===== src/hw/rtl/lrbc_pkg.sv =====
// ----------------------------------------------------------------------------
// lrbc_pkg
// Codes, configuration types and the reason classifier of the link reconnect
// backoff controller.
// ----------------------------------------------------------------------------
`default_nettype none

package lrbc_pkg;

    localparam int CFG_DATA_W = 24;
    localparam int CFG_IDX_W  = 3;

    // action codes
    localparam logic [2:0] ACT_TICK       = 3'd0;
    localparam logic [2:0] ACT_CONNECT    = 3'd1;
    localparam logic [2:0] ACT_STOP       = 3'd2;
    localparam logic [2:0] ACT_DISCONNECT = 3'd3;
    localparam logic [2:0] ACT_GOT_ADDR   = 3'd4;

    // event codes
    localparam logic [1:0] EV_NONE       = 2'd0;
    localparam logic [1:0] EV_CONNECTING = 2'd1;
    localparam logic [1:0] EV_CONNECTED  = 2'd2;
    localparam logic [1:0] EV_FAILED     = 2'd3;

    // status codes
    localparam logic [2:0] ST_IDLE         = 3'd0;
    localparam logic [2:0] ST_CONNECTING   = 3'd1;
    localparam logic [2:0] ST_CONNECTED    = 3'd2;
    localparam logic [2:0] ST_NOT_FOUND    = 3'd3;
    localparam logic [2:0] ST_AUTH_ERROR   = 3'd4;
    localparam logic [2:0] ST_TIMEOUT      = 3'd5;
    localparam logic [2:0] ST_DISCONNECTED = 3'd6;

    // radio commands
    localparam logic [1:0] CMD_NONE       = 2'd0;
    localparam logic [1:0] CMD_CONNECT    = 2'd1;
    localparam logic [1:0] CMD_DISCONNECT = 2'd2;

    // disconnect reason codes
    localparam logic [7:0] RSN_AUTH_EXPIRE   = 8'd2;
    localparam logic [7:0] RSN_MIC_FAILURE   = 8'd14;
    localparam logic [7:0] RSN_4WAY_TIMEOUT  = 8'd15;
    localparam logic [7:0] RSN_BEACON_LOST   = 8'd200;
    localparam logic [7:0] RSN_NO_AP         = 8'd201;
    localparam logic [7:0] RSN_AUTH_FAIL     = 8'd202;
    localparam logic [7:0] RSN_HANDSHAKE_TMO = 8'd204;
    localparam logic [7:0] RSN_CONN_FAIL     = 8'd205;

    // configuration register indexes
    localparam logic [2:0] CFG_MAX_RETRIES = 3'd0;
    localparam logic [2:0] CFG_CONN_TMO    = 3'd1;
    localparam logic [2:0] CFG_BACKOFF_BASE = 3'd2;
    localparam logic [2:0] CFG_BACKOFF_MULT = 3'd3;
    localparam logic [2:0] CFG_BACKOFF_MAX = 3'd4;
    localparam logic [2:0] CFG_FAST_FAIL   = 3'd5;

    // configuration reset values
    localparam logic [7:0]  RST_MAX_RETRIES  = 8'd5;
    localparam logic [23:0] RST_CONN_TMO     = 24'd15000;
    localparam logic [23:0] RST_BACKOFF_BASE = 24'd1000;
    localparam logic [4:0]  RST_BACKOFF_MULT = 5'd2;
    localparam logic [23:0] RST_BACKOFF_MAX  = 24'd30000;
    localparam logic        RST_FAST_FAIL    = 1'b1;

    typedef struct packed {
        logic [7:0]  retry_limit;
        logic [23:0] attempt_ticks;
        logic [23:0] delay_base;
        logic [4:0]  delay_factor;
        logic [23:0] delay_cap;
        logic        fast_fail_on_auth;
    } cfg_t;

    typedef struct packed {
        logic [1:0] event_res;
        logic [2:0] status;
        logic [7:0] fail_reason;
        logic [1:0] radio_cmd;
        logic [7:0] retry_count;
    } res_t;

    function automatic logic [2:0] classify(input logic [7:0] reason);
        logic [2:0] st;
        unique case (reason) inside
            RSN_NO_AP:
                st = ST_NOT_FOUND;
            RSN_AUTH_FAIL, RSN_AUTH_EXPIRE, RSN_4WAY_TIMEOUT, RSN_HANDSHAKE_TMO,
            RSN_MIC_FAILURE:
                st = ST_AUTH_ERROR;
            RSN_CONN_FAIL, RSN_BEACON_LOST:
                st = ST_TIMEOUT;
            default:
                st = ST_DISCONNECTED;
        endcase
        return st;
    endfunction

endpackage

`default_nettype wire


===== src/hw/rtl/lrbc_core.sv =====
// ----------------------------------------------------------------------------
// lrbc_core
// Connection state, timers and backoff; computes one result per step and
// commits the state update when the step is taken.
// ----------------------------------------------------------------------------
`default_nettype none

module lrbc_core #(
    parameter int TIME_BITS = 24
) (
    input  wire logic           clk,
    input  wire logic           rst_n,
    input  wire logic           step,
    input  wire logic [2:0]     action,
    input  wire logic [7:0]     reason,
    input  wire lrbc_pkg::cfg_t cfg,
    output lrbc_pkg::res_t      res_next
);

    localparam int WB = ((TIME_BITS > 24) ? TIME_BITS : 24) + 5;
    localparam logic [WB-1:0] TMAX_W = {{(WB-TIME_BITS){1'b0}}, {TIME_BITS{1'b1}}};
    localparam logic [TIME_BITS-1:0] BASE_RST =
        (WB'(lrbc_pkg::RST_BACKOFF_BASE) > TMAX_W) ? TMAX_W[TIME_BITS-1:0]
                                                    : TIME_BITS'(lrbc_pkg::RST_BACKOFF_BASE);

    function automatic logic [TIME_BITS-1:0] sat_time(input logic [WB-1:0] v);
        logic [TIME_BITS-1:0] r;
        r = (v > TMAX_W) ? TMAX_W[TIME_BITS-1:0] : v[TIME_BITS-1:0];
        return r;
    endfunction

    logic                 active_reg,      active_next;
    logic                 link_up_reg,     link_up_next;
    logic                 timed_out_reg,   timed_out_next;
    logic [7:0]           retries_reg,     retries_next;
    logic [TIME_BITS-1:0] delay_reg,       delay_next;
    logic [TIME_BITS-1:0] retry_cd_reg,    retry_cd_next;
    logic                 retry_armed_reg, retry_armed_next;
    logic [TIME_BITS-1:0] att_cd_reg,      att_cd_next;
    logic                 att_armed_reg,   att_armed_next;
    logic [2:0]           status_reg,      status_next;

    logic [TIME_BITS-1:0] base_sat;
    logic [TIME_BITS-1:0] tmo_sat;
    logic [TIME_BITS-1:0] delay_src;
    logic [WB-1:0]        prod;
    logic [WB-1:0]        capped;
    logic [TIME_BITS-1:0] delay_grown;
    logic [2:0]           cls;
    logic [2:0]           st;
    logic [7:0]           retries_inc;
    logic                 att_fire;
    logic                 ret_fire;
    logic [1:0]           ev;
    logic [1:0]           cmd;
    logic [7:0]           fr;

    assign base_sat    = sat_time(WB'(cfg.delay_base));
    assign tmo_sat     = sat_time(WB'(cfg.attempt_ticks));
    assign delay_src   = link_up_reg ? base_sat : delay_reg;
    assign prod        = WB'(delay_src) * WB'(cfg.delay_factor);
    assign capped      = (prod > WB'(cfg.delay_cap)) ? WB'(cfg.delay_cap) : prod;
    assign delay_grown = sat_time(capped);
    assign cls         = lrbc_pkg::classify(reason);
    assign st          = timed_out_reg ? lrbc_pkg::ST_TIMEOUT : cls;
    assign retries_inc = (retries_reg == 8'hFF) ? retries_reg : retries_reg + 8'd1;
    assign att_fire    = att_armed_reg && (att_cd_reg <= TIME_BITS'(1));
    assign ret_fire    = retry_armed_reg && (retry_cd_reg <= TIME_BITS'(1));

    always_comb
    begin
        active_next      = active_reg;
        link_up_next     = link_up_reg;
        timed_out_next   = timed_out_reg;
        retries_next     = retries_reg;
        delay_next       = delay_reg;
        retry_cd_next    = retry_cd_reg;
        retry_armed_next = retry_armed_reg;
        att_cd_next      = att_cd_reg;
        att_armed_next   = att_armed_reg;
        status_next      = status_reg;
        ev               = lrbc_pkg::EV_NONE;
        cmd              = lrbc_pkg::CMD_NONE;
        fr               = 8'd0;

        case (action)
            lrbc_pkg::ACT_TICK:
            begin
                if (att_armed_reg)
                begin
                    if (att_fire)
                        att_armed_next = 1'b0;
                    else
                        att_cd_next = att_cd_reg - TIME_BITS'(1);
                end
                if (retry_armed_reg)
                begin
                    if (ret_fire)
                        retry_armed_next = 1'b0;
                    else
                        retry_cd_next = retry_cd_reg - TIME_BITS'(1);
                end
                if (ret_fire)
                begin
                    if (active_reg && !link_up_reg)
                    begin
                        timed_out_next = 1'b0;
                        status_next    = lrbc_pkg::ST_CONNECTING;
                        ev             = lrbc_pkg::EV_CONNECTING;
                        att_cd_next    = tmo_sat;
                        att_armed_next = 1'b1;
                        cmd            = lrbc_pkg::CMD_CONNECT;
                    end
                end
                else if (att_fire && active_reg && !link_up_reg)
                begin
                    timed_out_next = 1'b1;
                    cmd            = lrbc_pkg::CMD_DISCONNECT;
                end
            end
            lrbc_pkg::ACT_CONNECT:
            begin
                active_next    = 1'b1;
                link_up_next   = 1'b0;
                retries_next   = 8'd0;
                delay_next     = base_sat;
                timed_out_next = 1'b0;
                status_next    = lrbc_pkg::ST_CONNECTING;
                ev             = lrbc_pkg::EV_CONNECTING;
                att_cd_next    = tmo_sat;
                att_armed_next = 1'b1;
                cmd            = lrbc_pkg::CMD_CONNECT;
            end
            lrbc_pkg::ACT_STOP:
            begin
                active_next      = 1'b0;
                link_up_next     = 1'b0;
                retry_armed_next = 1'b0;
                att_armed_next   = 1'b0;
                cmd              = lrbc_pkg::CMD_DISCONNECT;
                status_next      = lrbc_pkg::ST_IDLE;
            end
            lrbc_pkg::ACT_DISCONNECT:
            begin
                att_armed_next = 1'b0;
                if (active_reg)
                begin
                    if (link_up_reg)
                    begin
                        link_up_next     = 1'b0;
                        retries_next     = 8'd0;
                        status_next      = st;
                        retry_cd_next    = delay_src;
                        retry_armed_next = 1'b1;
                        delay_next       = delay_grown;
                    end
                    else if (cfg.fast_fail_on_auth && !timed_out_reg &&
                             (cls == lrbc_pkg::ST_AUTH_ERROR))
                    begin
                        active_next      = 1'b0;
                        retry_armed_next = 1'b0;
                        status_next      = lrbc_pkg::ST_AUTH_ERROR;
                        ev               = lrbc_pkg::EV_FAILED;
                        fr               = reason;
                    end
                    else
                    begin
                        retries_next = retries_inc;
                        if (retries_inc >= cfg.retry_limit)
                        begin
                            active_next      = 1'b0;
                            retry_armed_next = 1'b0;
                            status_next      = st;
                            ev               = lrbc_pkg::EV_FAILED;
                            fr               = reason;
                        end
                        else
                        begin
                            status_next      = st;
                            retry_cd_next    = delay_src;
                            retry_armed_next = 1'b1;
                            delay_next       = delay_grown;
                        end
                    end
                end
            end
            lrbc_pkg::ACT_GOT_ADDR:
            begin
                att_armed_next   = 1'b0;
                retry_armed_next = 1'b0;
                link_up_next     = 1'b1;
                retries_next     = 8'd0;
                delay_next       = base_sat;
                status_next      = lrbc_pkg::ST_CONNECTED;
                ev               = lrbc_pkg::EV_CONNECTED;
            end
            default:
            begin
            end
        endcase

        res_next.event_res   = ev;
        res_next.status      = status_next;
        res_next.fail_reason = fr;
        res_next.radio_cmd   = cmd;
        res_next.retry_count = retries_next;
    end

    always_ff @(posedge clk or negedge rst_n)
    begin
        if (!rst_n)
        begin
            active_reg      <= 1'b0;
            link_up_reg     <= 1'b0;
            timed_out_reg   <= 1'b0;
            retries_reg     <= 8'd0;
            delay_reg       <= BASE_RST;
            retry_cd_reg    <= '0;
            retry_armed_reg <= 1'b0;
            att_cd_reg      <= '0;
            att_armed_reg   <= 1'b0;
            status_reg      <= lrbc_pkg::ST_IDLE;
        end
        else if (step)
        begin
            active_reg      <= active_next;
            link_up_reg     <= link_up_next;
            timed_out_reg   <= timed_out_next;
            retries_reg     <= retries_next;
            delay_reg       <= delay_next;
            retry_cd_reg    <= retry_cd_next;
            retry_armed_reg <= retry_armed_next;
            att_cd_reg      <= att_cd_next;
            att_armed_reg   <= att_armed_next;
            status_reg      <= status_next;
        end
    end

endmodule

`default_nettype wire


===== src/hw/rtl/link_reconnect_backoff_controller_top.sv =====
// ----------------------------------------------------------------------------
// link_reconnect_backoff_controller_top
// Reconnect controller with capped exponential backoff and retry limit.
// ----------------------------------------------------------------------------
// Takes one event per clock while in_ready is high (tick, connect, stop,
// disconnect with reason, got address) and returns exactly one result for
// each. An event is latched in an input register, evaluated combinationally
// against the controller state, and its result is held in an output register
// that raises out_valid; sustained throughput is one event per cycle while
// out_ready stays high. in_ready drops only when both the input and output
// registers hold beats that the consumer has not taken.
// Configuration writes are always ready and take effect on the next event.
`default_nettype none

module link_reconnect_backoff_controller_top #(
    parameter int TIME_BITS = 24
) (
    input  wire logic                          clk,
    input  wire logic                          rst_n,
    input  wire logic                          in_valid,
    output logic                               in_ready,
    input  wire logic [2:0]                    action,
    input  wire logic [7:0]                    reason,
    output logic                               out_valid,
    input  wire logic                          out_ready,
    output logic [1:0]                         event_res,
    output logic [2:0]                         status,
    output logic [7:0]                         fail_reason,
    output logic [1:0]                         radio_cmd,
    output logic [7:0]                         retry_count,
    input  wire logic                          cfg_valid,
    output logic                               cfg_ready,
    input  wire logic [lrbc_pkg::CFG_IDX_W-1:0] cfg_index,
    input  wire logic [lrbc_pkg::CFG_DATA_W-1:0] cfg_data
);

    lrbc_pkg::cfg_t cfg_reg;
    lrbc_pkg::res_t res_reg;
    lrbc_pkg::res_t res_next;

    logic       in_vld_reg;
    logic [2:0] action_reg;
    logic [7:0] reason_reg;
    logic       out_vld_reg;
    logic       advance;

    assign advance   = in_vld_reg && (!out_vld_reg || out_ready);
    assign in_ready  = !in_vld_reg || advance;
    assign cfg_ready = 1'b1;

    // configuration registers
    always_ff @(posedge clk or negedge rst_n)
    begin
        if (!rst_n)
        begin
            cfg_reg.retry_limit       <= lrbc_pkg::RST_MAX_RETRIES;
            cfg_reg.attempt_ticks     <= lrbc_pkg::RST_CONN_TMO;
            cfg_reg.delay_base        <= lrbc_pkg::RST_BACKOFF_BASE;
            cfg_reg.delay_factor      <= lrbc_pkg::RST_BACKOFF_MULT;
            cfg_reg.delay_cap         <= lrbc_pkg::RST_BACKOFF_MAX;
            cfg_reg.fast_fail_on_auth <= lrbc_pkg::RST_FAST_FAIL;
        end
        else if (cfg_valid && cfg_ready)
        begin
            unique case (cfg_index)
                lrbc_pkg::CFG_MAX_RETRIES:  cfg_reg.retry_limit       <= cfg_data[7:0];
                lrbc_pkg::CFG_CONN_TMO:     cfg_reg.attempt_ticks     <= cfg_data;
                lrbc_pkg::CFG_BACKOFF_BASE: cfg_reg.delay_base        <= cfg_data;
                lrbc_pkg::CFG_BACKOFF_MULT: cfg_reg.delay_factor      <= cfg_data[4:0];
                lrbc_pkg::CFG_BACKOFF_MAX:  cfg_reg.delay_cap         <= cfg_data;
                lrbc_pkg::CFG_FAST_FAIL:    cfg_reg.fast_fail_on_auth <= cfg_data[0];
                default:
                begin
                end
            endcase
        end
    end

    // input register
    always_ff @(posedge clk or negedge rst_n)
    begin
        if (!rst_n)
            in_vld_reg <= 1'b0;
        else if (in_ready)
            in_vld_reg <= in_valid;
    end

    always_ff @(posedge clk)
    begin
        if (in_valid && in_ready)
        begin
            action_reg <= action;
            reason_reg <= reason;
        end
    end

    lrbc_core #(
        .TIME_BITS (TIME_BITS)
    ) u_core (
        .clk      (clk),
        .rst_n    (rst_n),
        .step     (advance),
        .action   (action_reg),
        .reason   (reason_reg),
        .cfg      (cfg_reg),
        .res_next (res_next)
    );

    // result register
    always_ff @(posedge clk or negedge rst_n)
    begin
        if (!rst_n)
            out_vld_reg <= 1'b0;
        else if (advance)
            out_vld_reg <= 1'b1;
        else if (out_ready)
            out_vld_reg <= 1'b0;
    end

    always_ff @(posedge clk)
    begin
        if (advance)
            res_reg <= res_next;
    end

    assign out_valid   = out_vld_reg;
    assign event_res   = res_reg.event_res;
    assign status      = res_reg.status;
    assign fail_reason = res_reg.fail_reason;
    assign radio_cmd   = res_reg.radio_cmd;
    assign retry_count = res_reg.retry_count;

endmodule

`default_nettype wire


===== config.mk =====
export PLATFORM = sky130hd
export DESIGN_NAME = link_reconnect_backoff_controller_top
export DESIGN_NICKNAME = d
export VERILOG_FILES = /design/src/hw/rtl/lrbc_pkg.sv /design/src/hw/rtl/lrbc_core.sv /design/src/hw/rtl/link_reconnect_backoff_controller_top.sv
export SDC_FILE = /design/constraint.sdc
export NUM_CORES = 1
export LEC_CHECK = 0
export ABC_AREA = 1
export BUFFER_PORTS_ARGS = -buffer_cell sky130_fd_sc_hd__buf_2
export CORE_MARGIN = 2
export CORE_UTILIZATION = 60
export CTS_CLUSTER_SIZE = 24
export DETAILED_ROUTE_END_ITERATION = 10
export MAX_ROUTING_LAYER = met4
export PLACE_DENSITY = 0.79
export SLEW_MARGIN = 10
export SYNTH_ARGS = -nofsm -noshare
export SYNTH_HDL_FRONTEND = slang
export SYNTH_SLANG_ARGS = --single-unit

===== constraint.sdc =====
create_clock -name clk -period 7.8 [get_ports clk]
set_input_delay 1.56 -clock clk [delete_from_list [all_inputs] [get_ports clk]]
set_output_delay 1.56 -clock clk [all_outputs]
set_load 0.01 [all_outputs]

==> reports/metrics.csv, run 1 <==
stage;metric;value;unit
timing;period_share;90.3;%
timing;max_freq;0.142;GHz
floorplan;initial_core_util;61.1;%
route;ant_nets;0;
place;dp_hpwl;31100;microns
layout;drive_above_1_share;11.7;%
status;status;complete, no violations;
global_routing;antenna_found_initial;0;
floorplan;core;26000;sq um
layout;fill_cells;2232;
worst_setup_path;critPathRequiredTime;8250;ps
worst_setup_path;cp_common_cell;nand2_1;
timing;setup_viol;0;
clocking;cts_tree;done;
synthesis;syn_area;15900;sq um
clocking;clkTransAtPathRegs;70;ps
power;p_leak;8.82;nW
clocking;htree_levels;1;
timing;timing.hold.ws;466;ps
power;p_per_area;415;nW/um^2
clocking;clock_latency;540;ps
synthesis;synthFlopType;dfrtp_1;
route;finalWirelength;42000;microns
synthesis;synth_seq_cells;210;
timing;skew;37.0;ps
synthesis;ys_seq_area_share;34.4;%
worst_setup_path;endpoint_kind;flip-flop;
route;firstDrtPassIters;6;
timing;relSlewSlack;31.7;%
clocking;cts_max_path_buffers;3;
timing;maxSlewViolCount;0;
global_routing;grt_use_total;31.5;%
synthesis;synth_cell_types;55;
floorplan;io_pins;69;
power;ir_drop;0.000283;V
global_routing;grt_pass1_wl;69700;microns
layout;largest_reg_flops;86;
timing;layout_setup_ws;760;ps
place;routabilityCongestion;1.00;
worst_setup_path;startpoint_type;flip-flop;
layout;layout.nets;2372;
worst_setup_path;cp.arrival;7490;ps
synthesis;syn_area_per_cell;7.40;sq um
hold_path;hold_class;reg2reg;
clocking;cts-resized-gates;0;
route;viasPerCell;5.57;
hold_path;min_path_cells;2;
floorplan;die_y;167;microns
clocking;cts_buffers;24;
worst_setup_path;reg2reg_depth;29;
timing;tightestPinTransition;1020;ps
clocking;cts_setup_buffers;0;
route;drc;0;
place;place_ws;964;ps
global_routing;grt_max_degree;109;
clocking;postCtsHoldBufs;0;
synthesis;synth_edf_count;34;
worst_setup_path;worst-path-max-fanout;25;
worst_setup_path;critPathSlowestCell;mux2i_1;
synthesis;synth_cells;2146;
timing;fin_tns_setup;0;ps
global_routing;grt_pass1_vias;13700;
worst_setup_path;critical_path_class;reg2reg;
global_routing;gr-total-overflow;0;
timing;finalHoldViolCount;0;
clocking;root_buffer;clkbuf_16;
synthesis;yosys_warnings;0;
floorplan;num_rows;59;
worst_setup_path;slowest_delay;710;ps
route;wl_per_cell;16.5;microns
place;numPortBuffers;67;
flow_run;max_cap_viol_count;0;
layout;areaGrowthSynthToFinish;8.69;%
layout;antenna_cells;0;
synthesis;syn-num-nets;2329;
synthesis;async_reset_ff_share;83.8;%
floorplan;die_w;167;microns
floorplan;die-area;27800;sq um
timing;rsz0062_at_grt;false;
timing;period_needed;7040;ps
clocking;clock_sink_count;210;
route;drtIter0Drc;1512;
route;dr_total_vias;14100;
[kinds of logic after synthesis]
| group | share of synthesized area, % |
|---|---|
| compound gates | 10.8 |
| simple gates | 27.9 |
| buf+inv | 9.51 |
| fa+ha+maj | 14.2 |
| xor+xnor | 2.26 |
| mux | 1.01 |
| flops | 34.4 |
| other cells | 0.0236 |
[Yosys cell counts (all sizes together) (13+ instances only)]
| cell type | instances | area, sq um |
|---|---|---|
| a21oi | 64 | 328 |
| buf | 23 | 166 |
| clkbuf | 46 | 173 |
| dfrtp | 146 | 3650 |
| dfstp | 30 | 788 |
| edfxtp | 34 | 1020 |
| fa | 66 | 1320 |
| ha | 74 | 926 |
| inv | 308 | 1160 |
| mux2i | 16 | 160 |
| nand2 | 568 | 2250 |
| nand3 | 113 | 581 |
| nand4 | 13 | 81.3 |
| nor2 | 291 | 1140 |
| nor3 | 17 | 115 |
| o21ai | 205 | 1030 |
| or2 | 25 | 156 |
| xnor2 | 13 | 114 |
| xor2 | 28 | 245 |
[worst paths after layout]
path	startpoint	endpoint	slack [ps]
min in group asynchronous	rst_n	out_valid	1160
hold / removal	u_core.delay_reg[6]	u_core.delay_reg[6]	470
hold reg to reg	u_core.delay_reg[6]	u_core.delay_reg[6]	470
setup reg to reg	u_core.link_up_reg	u_core.delay_reg[18]	760
setup / recovery	u_core.link_up_reg	u_core.delay_reg[18]	760
max in group asynchronous	rst_n	u_core.att_cd_reg[22]	5100
[per-stage QoR]
stage	total power, mW	instances	utilization [%]	instance area (sq um)
after floorplan	4.91	2146	-	15900
after global placement	5.78	2498	63.3	16400
after detailed placement	5.89	2498	63.3	16400
after CTS	7.10	2542	66.4	17300
after global routing	7.76	2542	66.4	17300
final	7.16	2542	66.4	17300
[final cells by class]
class / instances / area [sq um] / share of cell area, %
Multi-Input combinational cell: 1555 / 8900 / 51.6
Tap cell: 335 / 419 / 2.43
Inverter: 312 / 1170 / 6.79
Timing Repair Buffer: 86 / 484 / 2.81
Clock inverter: 12 / 143 / 0.827
Sequential cell: 210 / 5460 / 31.7
Clock buffer: 32 / 671 / 3.89
[cells in the final DEF, fill, tap and decap left out, drive strengths merged, types with 2 or more instances in the layout]
master and n:
a21o 2, a21oi 64, a22oi 3, a31o 4, a31oi 8, and2 2
buf 86, bufinv 2, clkbuf 32, clkinv 11, dfrtp 146, dfstp 30
edfxtp 34, fa 66, ha 74, inv 310, mux2i 16, nand2 568
nand3 113, nand3b 4, nand4 13, nor2 291, nor3 17, nor4 7
o211ai 5, o21ai 205, o21bai 6, o22ai 8, o31ai 5, or2 25
xnor2 13, xor2 28
[metal layers]
metal | part of all wire [%] | global-route usage (%) | vias up | wire (microns)
met3 | 7.1 | 3.37 | 98 | 2990
met1 | 43 | 43.0 | 6648 | 18200
met4 | 3.4 | 10.3 | 0 | 1450
li1 | - | - | 6869 | -
met2 | 46 | 49.8 | 533 | 19300
met5 | 0 | - | - | 0
[critical path, delay by kind of cell, from the launching register on]
family / cells / cell delay (ps)
and+or+nand+nor: 14 / 1740
xor gates and xnor gates: 1 / 310
AOI/OAI and AO/OA: 4 / 700
buffers and inverters: 4 / 460
muxes: 1 / 710
DFF: 1 / 700
adders and majority gates: 5 / 2300
[power breakdown]
group / switching (mW) / internal, mW / total, mW
Clock: 0.478 / 0.678 / 1.16
Sequential: 0.286 / 1.45 / 1.74
Combinational: 2.83 / 1.44 / 4.26
Total: 3.59 / 3.57 / 7.16
No activity file was read; power rests on OpenSTA's default activity.
==> run 2: changes to the inputs <==
==> constraint.sdc (replaced) <==
create_clock -name clk -period 7.8 [get_ports clk]
set_input_delay 0 -clock clk [delete_from_list [all_inputs] [get_ports clk]]
set_output_delay 0 -clock clk [all_outputs]
set_load 0.01 [all_outputs]
==> reports/metrics.csv, run 2 (synthesis gave the netlist of run 1 again) <==
stage;metric;value;unit;change
hold_path;min_from;cfg_valid;;
timing;relSlewSlack;32.4;%;+0.71 points
floorplan;core;26000;sq um;unchanged
clocking;cts-resized-gates;0;;unchanged
layout;areaGrowthSynthToFinish;11.9;%;
worst_setup_path;worstReg2RegStart;u_core.link_up_reg;;
clocking;clock_latency;520;ps;-20 ps
global_routing;antenna_found_initial;0;;unchanged
global_routing;grt_pass1_vias;13900;;+1.4%
worst_setup_path;worstSetupStartpoint;u_core.link_up_reg;;
place;numPortBuffers;67;;unchanged
place;dp_hpwl;30900;microns;-0.67%
clocking;root_buffer;clkbuf_16;;
worst_setup_path;cp_common_cell;nand2_1;;
global_routing;grt_pass1_wl;70700;microns;+1.4%
route;dr_total_vias;14400;;+1.7%
clocking;cts_setup_buffers;0;;unchanged
worst_setup_path;critical_path_class;reg2reg;;
power;p_per_area;407;nW/um^2;-1.9%
route;firstDrtPassIters;6;;unchanged
floorplan;initial_core_util;61.1;%;unchanged
timing;period_share;89.6;%;-0.66 points
hold_path;min_path_cells;5;;+3
timing;finalHoldViolCount;0;;unchanged
layout;drive_above_1_share;11.4;%;-0.28 points
status;status;complete, no violations;;
worst_setup_path;critPathRequiredTime;8250;ps;about the same
layout;layout_common_cells;530 x nand2_1, 297 x inv_1, 277 x nor2_1;;
layout;antenna_cells;0;;unchanged
clocking;cts_max_path_buffers;3;;unchanged
floorplan;io_pins;69;;unchanged
timing;rsz0062_at_grt;false;;
clocking;htree_levels;1;;unchanged
floorplan;die-area;27800;sq um;unchanged
route;wl_per_cell;16.6;microns;+0.43%
global_routing;grt_max_degree;109;;unchanged
timing;tightestPinTransition;986;ps;-38.9 ps
route;viasPerCell;5.56;;about the same
clocking;cts_buffers;24;;unchanged
place;routabilityCongestion;1.00;;about the same
worst_setup_path;critPathSlowestCell;dfrtp_1;;
timing;timing.hold.ws;91.7;ps;-375 ps
place;dp.cells;2498;;unchanged
timing;maxSlewViolCount;0;;unchanged
floorplan;die_w;167;microns;unchanged
hold_path;hold_class;in2reg;;
route;finalWirelength;42900;microns;+2.2%
worst_setup_path;worst-path-max-fanout;25;;unchanged
route;drc;0;;unchanged
worst_setup_path;cp.arrival;7440;ps;-50 ps
layout;layout.nets;2417;;+1.9%
route;ant_nets;0;;unchanged
route;drtIter0Drc;1217;;-20%
timing;setup_viol;0;;unchanged
power;ir_drop;0.000271;V;-4.3%
floorplan;die_y;167;microns;unchanged
clocking;clock_sink_count;210;;unchanged
worst_setup_path;startpoint_type;flip-flop;;
layout;instances_no_fill;2587;;+1.8%
clocking;clkTransAtPathRegs;60;ps;about the same
layout;largest_reg_flops;86;;unchanged
timing;fin_tns_setup;0;ps;unchanged
clocking;cts_tree;done;;
power;p_leak;9.04;nW;+2.4%
worst_setup_path;cp_num_buf_inv;4;;unchanged
worst_setup_path;slowest_delay;730;ps;+20 ps
timing;skew;8.42;ps;-28.6 ps
global_routing;gr-total-overflow;0;;unchanged
flow_run;max_cap_viol_count;0;;unchanged
timing;max_freq;0.143;GHz;+0.73%
worst_setup_path;reg2reg_depth;29;;unchanged
floorplan;num_rows;59;;unchanged
timing;period_needed;6990;ps;-51.3 ps
worst_setup_path;endpoint_kind;flip-flop;;
worst_setup_path;path_depth;29;;unchanged
layout;layout_commonest_cell;nand2_1;;
global_routing;grt_use_total;32.1;%;+0.56 points
clocking;postCtsHoldBufs;45;;+45
worst_setup_path;cp_top_family;adder cells;;
## run 2: cell count changes in the layout (fill, tap and decap cells not counted)
cell	change
bufinv_16	+2
inv_8	-1
clkbuf_1	+1
dlygate4sd3_1	+45
clkinv_8	-1
clkbuf_16	+2
clkinv_4	-2
inv_4	-1
## run 2: cell type report
| cell class | count | area [sq um] |
|---|---|---|
| Clock inverter | 9 | 151 |
| Inverter | 312 | 1170 |
| Timing Repair Buffer | 131 | 935 |
| Tap cell | 335 | 419 |
| Fill cell | 2171 | 8220 |
| Clock buffer | 35 | 724 |
| Sequential cell | 210 | 5460 |
| Multi-Input combinational cell | 1555 | 8900 |
## run 2: layer usage
metal | vias up | GRT usage, % | wire length (microns)
li1 | 6960 | - | -
met1 | 6802 | 42.9 | 18600
met2 | 517 | 51.2 | 19900
met3 | 115 | 3.97 | 2760
met4 | 0 | 10.5 | 1550
met5 | - | - | 0
## run 2: power by group
part	internal, mW	switching (mW)
clock	0.777	0.462
sequential	1.45	0.287
combinational	1.45	2.81
total	3.68	3.56
## run 2: per-stage QoR
stage | util, % | instance area (sq um) | setup WS (ps) | power, mW
after floorplan | - | 15900 | 2000 | 4.91
after global placement | 63.3 | 16400 | 1010 | 5.78
after detailed placement | 63.3 | 16400 | 993 | 5.88
after CTS | 68.4 | 17800 | 931 | 7.18
after global routing | 68.4 | 17800 | 353 | 7.84
final | 68.4 | 17800 | 812 | 7.23
## run 2: worst min-delay path, stage by stage
cell	delay [ps]
buf_2	100
inv_1	40
nor2_1	80
nand3_1	250
o21ai_0	120
## run 2: final timing paths
check	to	slack, ps
min in group asynchronous	u_core.retries_reg[5]	170
min	cfg_reg[26]	90
min reg2reg	u_core.delay_reg[8]	470
max in group asynchronous	u_core.att_cd_reg[14]	6120
max	u_core.delay_reg[5]	810
max reg2reg	u_core.delay_reg[5]	810
